File: src/rgbycc_pkg.sv
`default_nettype none

package rgbycc_pkg;

  // Fractional bits of the fixed-point coefficients.
  localparam int COEF_FRAC_BITS = 16;

  // Coefficients are all below 2.0, so F+1 magnitude bits and a zero sign bit suffice.
  localparam int CoefW   = COEF_FRAC_BITS + 2;
  // A byte times a coefficient.
  localparam int ProdW   = COEF_FRAC_BITS + 9;
  // Signed chroma in Q(F), wide enough for any signed sum of three products.
  localparam int ChromaW = COEF_FRAC_BITS + 10;
  // Signed Q(2F) results before clamping.
  localparam int WideW   = 2 * COEF_FRAC_BITS + 12;

  // Register stages from input to output, output register included.
  localparam int PipeDepth = 5;

  typedef logic [CoefW-1:0] coef_t;

  // Coefficient given in millionths, scaled by 2^F and rounded to nearest.
  function automatic coef_t qcoef(input longint millionths);
    longint scaled;
    scaled = (millionths * (longint'(1) << COEF_FRAC_BITS) + 500000) / 1000000;
    return coef_t'(scaled);
  endfunction

  localparam coef_t KYr   = qcoef(299000);
  localparam coef_t KYg   = qcoef(587000);
  localparam coef_t KYb   = qcoef(114000);
  localparam coef_t KCbr  = qcoef(168736);
  localparam coef_t KCbg  = qcoef(331264);
  localparam coef_t KHalf = qcoef(500000);
  localparam coef_t KCrg  = qcoef(418688);
  localparam coef_t KCrb  = qcoef(81312);
  localparam coef_t KRcr  = qcoef(1402000);
  localparam coef_t KGcb  = qcoef(344136);
  localparam coef_t KGcr  = qcoef(714136);
  localparam coef_t KBcb  = qcoef(1772000);

  // Conversion modes.
  typedef enum logic [1:0] {
    MODE_RGB2YCC = 2'd0,
    MODE_LUMA    = 2'd1,
    MODE_YCC2RGB = 2'd2,
    MODE_EMBED   = 2'd3
  } mode_e;

endpackage

`default_nettype wire

File: src/rgb_ycbcr_converter_core.sv
`default_nettype none

// Channel  | Direction | Handshake               | Payload
// request  | in        | in_valid_i / in_stall_o | comp_first_i, comp_second_i, comp_third_i,
//          |           |                         | luma_in_i
// result   | out       | out_valid_o/out_stall_i | out_first_o, out_second_o, out_third_o
// config   | in        | cfg_we_i                | cfg_wdata_i (mode)
//
// One request enters every cycle while in_stall_o is low; its result passes through five
// register stages (products, sums, chroma products, Q(2F) sums, and clamp and round into
// the output register).
// Reset clears the valid bits of every stage and sets the mode to RGB to YCbCr.
// A stall on the result side holds only the stages that are full behind it; empty stages
// keep filling, so in_stall_o rises only with a full pipeline.

module rgb_ycbcr_converter_core (
  input  wire logic       clk_i,
  input  wire logic       rst_ni,
  input  wire logic       cfg_we_i,
  input  wire logic [1:0] cfg_wdata_i,
  input  wire logic       in_valid_i,
  output logic            in_stall_o,
  input  wire logic [7:0] comp_first_i,
  input  wire logic [7:0] comp_second_i,
  input  wire logic [7:0] comp_third_i,
  input  wire logic [7:0] luma_in_i,
  output logic            out_valid_o,
  input  wire logic       out_stall_i,
  output logic [7:0]      out_first_o,
  output logic [7:0]      out_second_o,
  output logic [7:0]      out_third_o
);
  import rgbycc_pkg::*;

  localparam int F2 = 2 * COEF_FRAC_BITS;
  localparam logic signed [ChromaW-1:0] ChromaOff =
    ChromaW'(longint'(128) << COEF_FRAC_BITS);
  localparam logic signed [WideW-1:0] ClampTop = WideW'(longint'(255) << F2);
  localparam logic signed [WideW-1:0] RoundHalf = WideW'(longint'(1) << (F2 - 1));

  // Clamp a Q(2F) value to 0..255 and round half up.
  function automatic logic [7:0] clamp_round(input logic signed [WideW-1:0] v);
    logic signed [WideW-1:0] rnd;
    rnd = v + RoundHalf;
    priority if (v[WideW-1]) begin
      return 8'd0;
    end else if (v > ClampTop) begin
      return 8'hFF;
    end else begin
      return rnd[F2+7:F2];
    end
  endfunction

  // Mode register.
  mode_e mode_q;

  always_ff @(posedge clk_i or negedge rst_ni) begin
    if (!rst_ni) begin
      mode_q <= MODE_RGB2YCC;
    end else if (cfg_we_i) begin
      mode_q <= mode_e'(cfg_wdata_i);
    end
  end

  // Stage enables: a stage loads when it is empty or the stage after it moves on.
  logic v1_q, v2_q, v3_q, v4_q, v5_q;
  logic en1, en2, en3, en4, en5;

  assign en5 = !v5_q || !out_stall_i;
  assign en4 = !v4_q || en5;
  assign en3 = !v3_q || en4;
  assign en2 = !v2_q || en3;
  assign en1 = !v1_q || en2;
  assign in_stall_o = !en1;

  always_ff @(posedge clk_i or negedge rst_ni) begin
    if (!rst_ni) begin
      v1_q <= 1'b0;
      v2_q <= 1'b0;
      v3_q <= 1'b0;
      v4_q <= 1'b0;
      v5_q <= 1'b0;
    end else begin
      if (en1) v1_q <= in_valid_i;
      if (en2) v2_q <= v1_q;
      if (en3) v3_q <= v2_q;
      if (en4) v4_q <= v3_q;
      if (en5) v5_q <= v4_q;
    end
  end

  // Stage 1: byte by coefficient products, and the offset-free chroma for YCbCr input.
  logic [ProdW-1:0] p_yr_d, p_yg_d, p_yb_d, p_cbr_d, p_cbg_d, p_cbb_d;
  logic [ProdW-1:0] p_crr_d, p_crg_d, p_crb_d;
  logic [ProdW-1:0] p_yr_q, p_yg_q, p_yb_q, p_cbr_q, p_cbg_q, p_cbb_q;
  logic [ProdW-1:0] p_crr_q, p_crg_q, p_crb_q;
  logic signed [7:0] ycc_cb_d, ycc_cr_d, ycc_cb_q, ycc_cr_q;
  logic [7:0] y_byte_d, y1_byte_q;
  mode_e mode1_q;

  always_comb begin
    p_yr_d  = ProdW'(comp_first_i)  * ProdW'(KYr);
    p_yg_d  = ProdW'(comp_second_i) * ProdW'(KYg);
    p_yb_d  = ProdW'(comp_third_i)  * ProdW'(KYb);
    p_cbr_d = ProdW'(comp_first_i)  * ProdW'(KCbr);
    p_cbg_d = ProdW'(comp_second_i) * ProdW'(KCbg);
    p_cbb_d = ProdW'(comp_third_i)  * ProdW'(KHalf);
    p_crr_d = ProdW'(comp_first_i)  * ProdW'(KHalf);
    p_crg_d = ProdW'(comp_second_i) * ProdW'(KCrg);
    p_crb_d = ProdW'(comp_third_i)  * ProdW'(KCrb);
    // Subtracting 128 from a byte is a flip of its top bit read as signed.
    ycc_cb_d = $signed(comp_second_i ^ 8'h80);
    ycc_cr_d = $signed(comp_third_i ^ 8'h80);
    y_byte_d = (mode_q == MODE_YCC2RGB) ? comp_first_i : luma_in_i;
  end

  always_ff @(posedge clk_i) begin
    if (en1) begin
      p_yr_q    <= p_yr_d;
      p_yg_q    <= p_yg_d;
      p_yb_q    <= p_yb_d;
      p_cbr_q   <= p_cbr_d;
      p_cbg_q   <= p_cbg_d;
      p_cbb_q   <= p_cbb_d;
      p_crr_q   <= p_crr_d;
      p_crg_q   <= p_crg_d;
      p_crb_q   <= p_crb_d;
      ycc_cb_q  <= ycc_cb_d;
      ycc_cr_q  <= ycc_cr_d;
      y1_byte_q <= y_byte_d;
      mode1_q   <= mode_q;
    end
  end

  // Stage 2: luma and offset-free chroma sums in Q(F); YCbCr input chroma is only shifted to Q(F).
  logic [ProdW-1:0] y_f_d, y_f_q;
  logic signed [ChromaW-1:0] cb_d, cr_d, cb_q, cr_q;
  logic [7:0] y2_byte_q;
  mode_e mode2_q;

  always_comb begin
    y_f_d = p_yr_q + p_yg_q + p_yb_q;
    if (mode1_q == MODE_YCC2RGB) begin
      cb_d = ChromaW'(ycc_cb_q) <<< COEF_FRAC_BITS;
      cr_d = ChromaW'(ycc_cr_q) <<< COEF_FRAC_BITS;
    end else begin
      cb_d = $signed({1'b0, p_cbb_q}) - $signed({1'b0, p_cbr_q}) - $signed({1'b0, p_cbg_q});
      cr_d = $signed({1'b0, p_crr_q}) - $signed({1'b0, p_crg_q}) - $signed({1'b0, p_crb_q});
    end
  end

  always_ff @(posedge clk_i) begin
    if (en2) begin
      y_f_q     <= y_f_d;
      cb_q      <= cb_d;
      cr_q      <= cr_d;
      y2_byte_q <= y1_byte_q;
      mode2_q   <= mode1_q;
    end
  end

  // Stage 3: chroma by inverse coefficients in Q(2F); forward results get their offset.
  logic signed [WideW-1:0] m_r_d, m_gb_d, m_gr_d, m_b_d;
  logic signed [WideW-1:0] m_r_q, m_gb_q, m_gr_q, m_b_q;
  logic signed [ChromaW-1:0] fwd0_d, fwd1_d, fwd2_d, fwd0_q, fwd1_q, fwd2_q;
  logic [7:0] y3_byte_q;
  mode_e mode3_q;

  always_comb begin
    m_r_d  = WideW'(cr_q) * WideW'($signed(KRcr));
    m_gb_d = WideW'(cb_q) * WideW'($signed(KGcb));
    m_gr_d = WideW'(cr_q) * WideW'($signed(KGcr));
    m_b_d  = WideW'(cb_q) * WideW'($signed(KBcb));
    fwd0_d = $signed({1'b0, y_f_q});
    fwd1_d = cb_q + ChromaOff;
    fwd2_d = cr_q + ChromaOff;
  end

  always_ff @(posedge clk_i) begin
    if (en3) begin
      m_r_q     <= m_r_d;
      m_gb_q    <= m_gb_d;
      m_gr_q    <= m_gr_d;
      m_b_q     <= m_b_d;
      fwd0_q    <= fwd0_d;
      fwd1_q    <= fwd1_d;
      fwd2_q    <= fwd2_d;
      y3_byte_q <= y2_byte_q;
      mode3_q   <= mode2_q;
    end
  end

  // Stage 4: all three results brought to Q(2F).
  logic signed [WideW-1:0] yw;
  logic signed [WideW-1:0] r0_d, r1_d, r2_d, r0_q, r1_q, r2_q;
  mode_e mode4_q;

  always_comb begin
    yw = $signed(WideW'(y3_byte_q) << F2);
    if (mode3_q == MODE_RGB2YCC || mode3_q == MODE_LUMA) begin
      r0_d = WideW'(fwd0_q) <<< COEF_FRAC_BITS;
      r1_d = WideW'(fwd1_q) <<< COEF_FRAC_BITS;
      r2_d = WideW'(fwd2_q) <<< COEF_FRAC_BITS;
    end else begin
      r0_d = yw + m_r_q;
      r1_d = yw - m_gb_q - m_gr_q;
      r2_d = yw + m_b_q;
    end
  end

  always_ff @(posedge clk_i) begin
    if (en4) begin
      r0_q    <= r0_d;
      r1_q    <= r1_d;
      r2_q    <= r2_d;
      mode4_q <= mode3_q;
    end
  end

  // Stage 5: clamp, round and load the output register; luma mode zeroes the second and third outputs.
  logic [7:0] o0_d, o1_d, o2_d, o0_q, o1_q, o2_q;

  always_comb begin
    o0_d = clamp_round(r0_q);
    o1_d = clamp_round(r1_q);
    o2_d = clamp_round(r2_q);
    if (mode4_q == MODE_LUMA) begin
      o1_d = 8'd0;
      o2_d = 8'd0;
    end
  end

  always_ff @(posedge clk_i) begin
    if (en5) begin
      o0_q <= o0_d;
      o1_q <= o1_d;
      o2_q <= o2_d;
    end
  end

  assign out_valid_o  = v5_q;
  assign out_first_o  = o0_q;
  assign out_second_o = o1_q;
  assign out_third_o  = o2_q;

endmodule

`default_nettype wire

File: config.mk
export PLATFORM = sky130hd
export DESIGN_NAME = rgb_ycbcr_converter_core
export DESIGN_NICKNAME = d
export VERILOG_FILES = /design/src/rgbycc_pkg.sv /design/src/rgb_ycbcr_converter_core.sv
export SDC_FILE = /design/constraint.sdc
export NUM_CORES = 2
export LEC_CHECK = 0
export BUFFER_PORTS_ARGS = -buffer_cell sky130_fd_sc_hd__buf_2
export CAP_MARGIN = 20
export CORE_AREA = 2 2 422 424
export CTS_CLUSTER_SIZE = 25
export DETAILED_ROUTE_END_ITERATION = 12
export DIE_AREA = 0 0 424 426
export PLACE_DENSITY = 0.62
export REMOVE_ABC_BUFFERS = 1
export SLEW_MARGIN = 10
export SYNTH_ARGS = -nofsm -noshare
export SYNTH_HDL_FRONTEND = slang
export SYNTH_SLANG_ARGS = --single-unit
export TNS_END_PERCENT = 5
File: constraint.sdc
create_clock -name clk_i -period 16.9 [get_ports clk_i]
set_input_delay 5.07 -clock clk_i [delete_from_list [all_inputs] [get_ports clk_i]]
set_output_delay 5.07 -clock clk_i [all_outputs]
set_load 0.02 [all_outputs]
==> flow_metrics.py <==
metrics = {
    "status": {
        "status": "finished, final reports clean",
    },
    "timing": {
        "finalClockSkew_ps": 38.57,
        "min_period_ps": 11320,
        "grt_setup_unrepaired": "false",
        "finalHoldViolCount": 0,
        "clock.fmax_mhz": 88.37,
        "tightest_slew_ps": 1095,
        "relSlewSlack": 0.2637,
        "drv_slew": 0,
        "finalSetupViolCount": 0,
        "finalSetupTns_ps": 0,
        "timing.final.crit_share": 0.6696,
    },
    "finish": {
        "multi_input_area_um2": 44540,
        "final_cell_mix": "inv_1 (1471), ha_1 (1071), fa_1 (739)",
        "fillers": 16770,
        "area_growth_pct": 8.709,
        "fin_nets": 8546,
        "final_common_cell": "inv_1",
        "drive_gt1_frac": 0.04969,
        "final_area_um2": 76130,
        "seq_area_um2": 19750,
        "fin_cells": 9103,
    },
    "critical_path": {
        "slowest_delay_ps": 380,
        "startpoint_type": "primary input",
        "crit_buf_inv": 4,
        "crit_type": "in -> out",
        "crit_required_ps": 11830,
        "crit_path_end_kind": "primary output",
        "crit_family": "buffers and inverters",
        "crit_path_frequent_cell": "buf_2",
        "r2r_slack_ps": 9190,
        "r2r-end": "m_r_q[43]",
        "arrival_ps": 6250,
        "reg2reg_from": "cr_q[23]",
        "critical_path.max_fanout": 14,
        "r2r_cells": 23,
        "path_cells": "buf_2 -> and3_1 -> nand4_1 -> buf_4 -> inv_1 -> buf_2",
        "cp_slowest_cell": "and3_1",
        "critPathLaunch": "out_stall_i",
    },
    "synth": {
        "ys.flop_type": "edfxtp_1",
        "syn_area_um2": 70030,
        "synthCells": 6590,
        "ys_seq_area_frac": 0.2821,
        "synth_edf_count": 652,
        "yosys_warnings": 0,
        "ys_async_sr_fraction": 0.01062,
        "synth_seq_cells": 659,
        "synthDistinctLibCells": 75,
        "synth.avg_cell_area_um2": 10.63,
    },
    "floorplanning": {
        "rows": 154,
        "pin_count": 65,
        "coreArea_um2": 175700,
        "fp.dieArea_um2": 180600,
        "die_x_um": 424,
        "initial_core_util": 0.3985,
        "die_h_um": 426,
    },
    "worst_hold_path": {
        "hp-class": "reg -> reg",
        "min_path_cells": 0,
        "min_to": "y2_byte_q[4]",
        "worstHoldStart": "y1_byte_q[4]",
    },
    "clocking": {
        "htreeDepth": 3,
        "numCtsBuffers": 80,
        "cts_buffer_depth": 3,
        "insertion_delay_ps": 710,
        "cts-root-buf": "clkbuf_16",
        "cts_resized": 0,
        "postCtsSetupBuffers": 0,
        "clock_sinks": 659,
        "cts_tree": "yes",
        "hold_buffers": 0,
        "clkTransAtPathRegs_ps": 60,
    },
    "drt": {
        "drt_iter0_drc": 3206,
        "avgRoutedWirePerCell_um": 19.33,
        "totalWireLength_um": 176000,
        "vias": 46760,
        "dr.pass1.iters": 7,
        "drc": 0,
        "ant_nets": 0,
        "vias_per_cell": 5.137,
    },
    "global_routing": {
        "grt_max_degree": 132,
        "grt_pass1_vias": 48440,
        "gr-total-overflow": 0,
        "antenna_found_initial": 4,
        "grt_usage": 0.1996,
        "grt_pass1_wl_um": 276400,
    },
    "placement": {
        "hpwl_um": 145200,
        "portBuffers": 64,
        "place.gp.congestion": 0.9212,
        "placed_area_um2": 73280,
        "dp_cells": 8955,
    },
    "flow_run": {
        "maxCapViolCount": 0,
    },
}
[state kept, by name (all words and copies together) (netlist names), 36 cells and up]
name	flops
m_r_q	44
r0_q	44
r1_q	43
r2_q	42
m_gb_q	41
m_b_q	39
m_gr_q	36
[how the worst max path moves through the flow]
stage,cells past startpoint,to,slack [ps]
6_report,6,in_stall_o,5580
5_1_grt,6,in_stall_o,5510
4_1_cts,6,in_stall_o,5540
3_5_place_dp,6,in_stall_o,5560
3_3_place_gp,6,in_stall_o,5550
2_1_floorplan,3,in_stall_o,30
[cells in the mapped netlist, types with 9 or more instances]
| cell type | number | share of area |
|---|---|---|
| a21boi_0 | 12 | 0.0013 |
| inv_1 | 1472 | 0.079 |
| a21oi_1 | 325 | 0.023 |
| o211ai_1 | 15 | 0.0016 |
| and2_1 | 43 | 0.0038 |
| edfxtp_1 | 652 | 0.28 |
| buf_1 | 11 | 0.00059 |
| a21o_1 | 158 | 0.017 |
| o21ai_0 | 200 | 0.014 |
| mux2_2 | 68 | 0.011 |
| a31o_2 | 10 | 0.0013 |
| nand2b_1 | 49 | 0.0044 |
| a211o_1 | 14 | 0.0018 |
| o31ai_1 | 23 | 0.0025 |
| and3_1 | 47 | 0.0042 |
| or2_2 | 25 | 0.0022 |
| a211oi_1 | 46 | 0.0049 |
| o21bai_1 | 54 | 0.0058 |
| nor3_1 | 100 | 0.0071 |
| o31a_1 | 9 | 0.0011 |
| clkbuf_1 | 53 | 0.0028 |
| xor2_1 | 146 | 0.018 |
| a31oi_1 | 32 | 0.0029 |
| nor4_1 | 35 | 0.0031 |
| nor2_1 | 306 | 0.016 |
| nor2b_1 | 46 | 0.0041 |
| nand4_1 | 35 | 0.0031 |
| xnor2_1 | 293 | 0.037 |
| ha_1 | 1071 | 0.19 |
| o41ai_1 | 10 | 0.0013 |
| o21a_1 | 49 | 0.0053 |
| fa_1 | 739 | 0.21 |
| nand3_1 | 83 | 0.0059 |
| mux2i_1 | 10 | 0.0014 |
| nand2_1 | 207 | 0.011 |
| or3_1 | 26 | 0.0023 |
[per-layer routing]
| metal | up-vias | share of wire | GRT usage |
|---|---|---|---|
| li1 | 22250 | - | - |
| met1 | 23210 | 0.44 | 0.2625 |
| met2 | 1042 | 0.48 | 0.3352 |
| met3 | 262 | 0.045 | 0.02598 |
| met4 | 0 | 0.042 | 0.07527 |
| met5 | - | 0 | 0 |
[kinds of logic after synthesis]
family / count (synthesis) / synth area share
flops: 659 / 0.2821
mux: 78 / 0.01236
simple gates: 1026 / 0.07082
fa+ha+maj: 1810 / 0.4026
compound gates: 1040 / 0.09485
buf+inv: 1538 / 0.08243
xor+xnor: 439 / 0.05490
[final cells by class]
cell class | count | area share
inverters | 1474 | 0.07274
clock inverters | 59 | 0.01019
well taps | 2340 | 0.03846
flip-flops and latches | 659 | 0.2595
repair buffers | 89 | 0.006837
multi-input cells | 4393 | 0.5850
clock buffers | 88 | 0.02725
diodes | 1 | 0.00003287
[stage by stage]
stage | setup WS [ps] | utilization | hold slack (ps)
floorplan | 32.61 | - | 400.3
global placement | 5548 | 0.4170 | 402.4
detailed placement | 5557 | 0.4170 | 404.5
CTS | 5541 | 0.4332 | 412.5
global route | 5506 | 0.4332 | 425.5
finish | 5584 | 0.4332 | 412.9
Power is left out: the tool's default activity adds up to more than one toggle a clock period on the data nets, which glitch-free logic cannot reach.
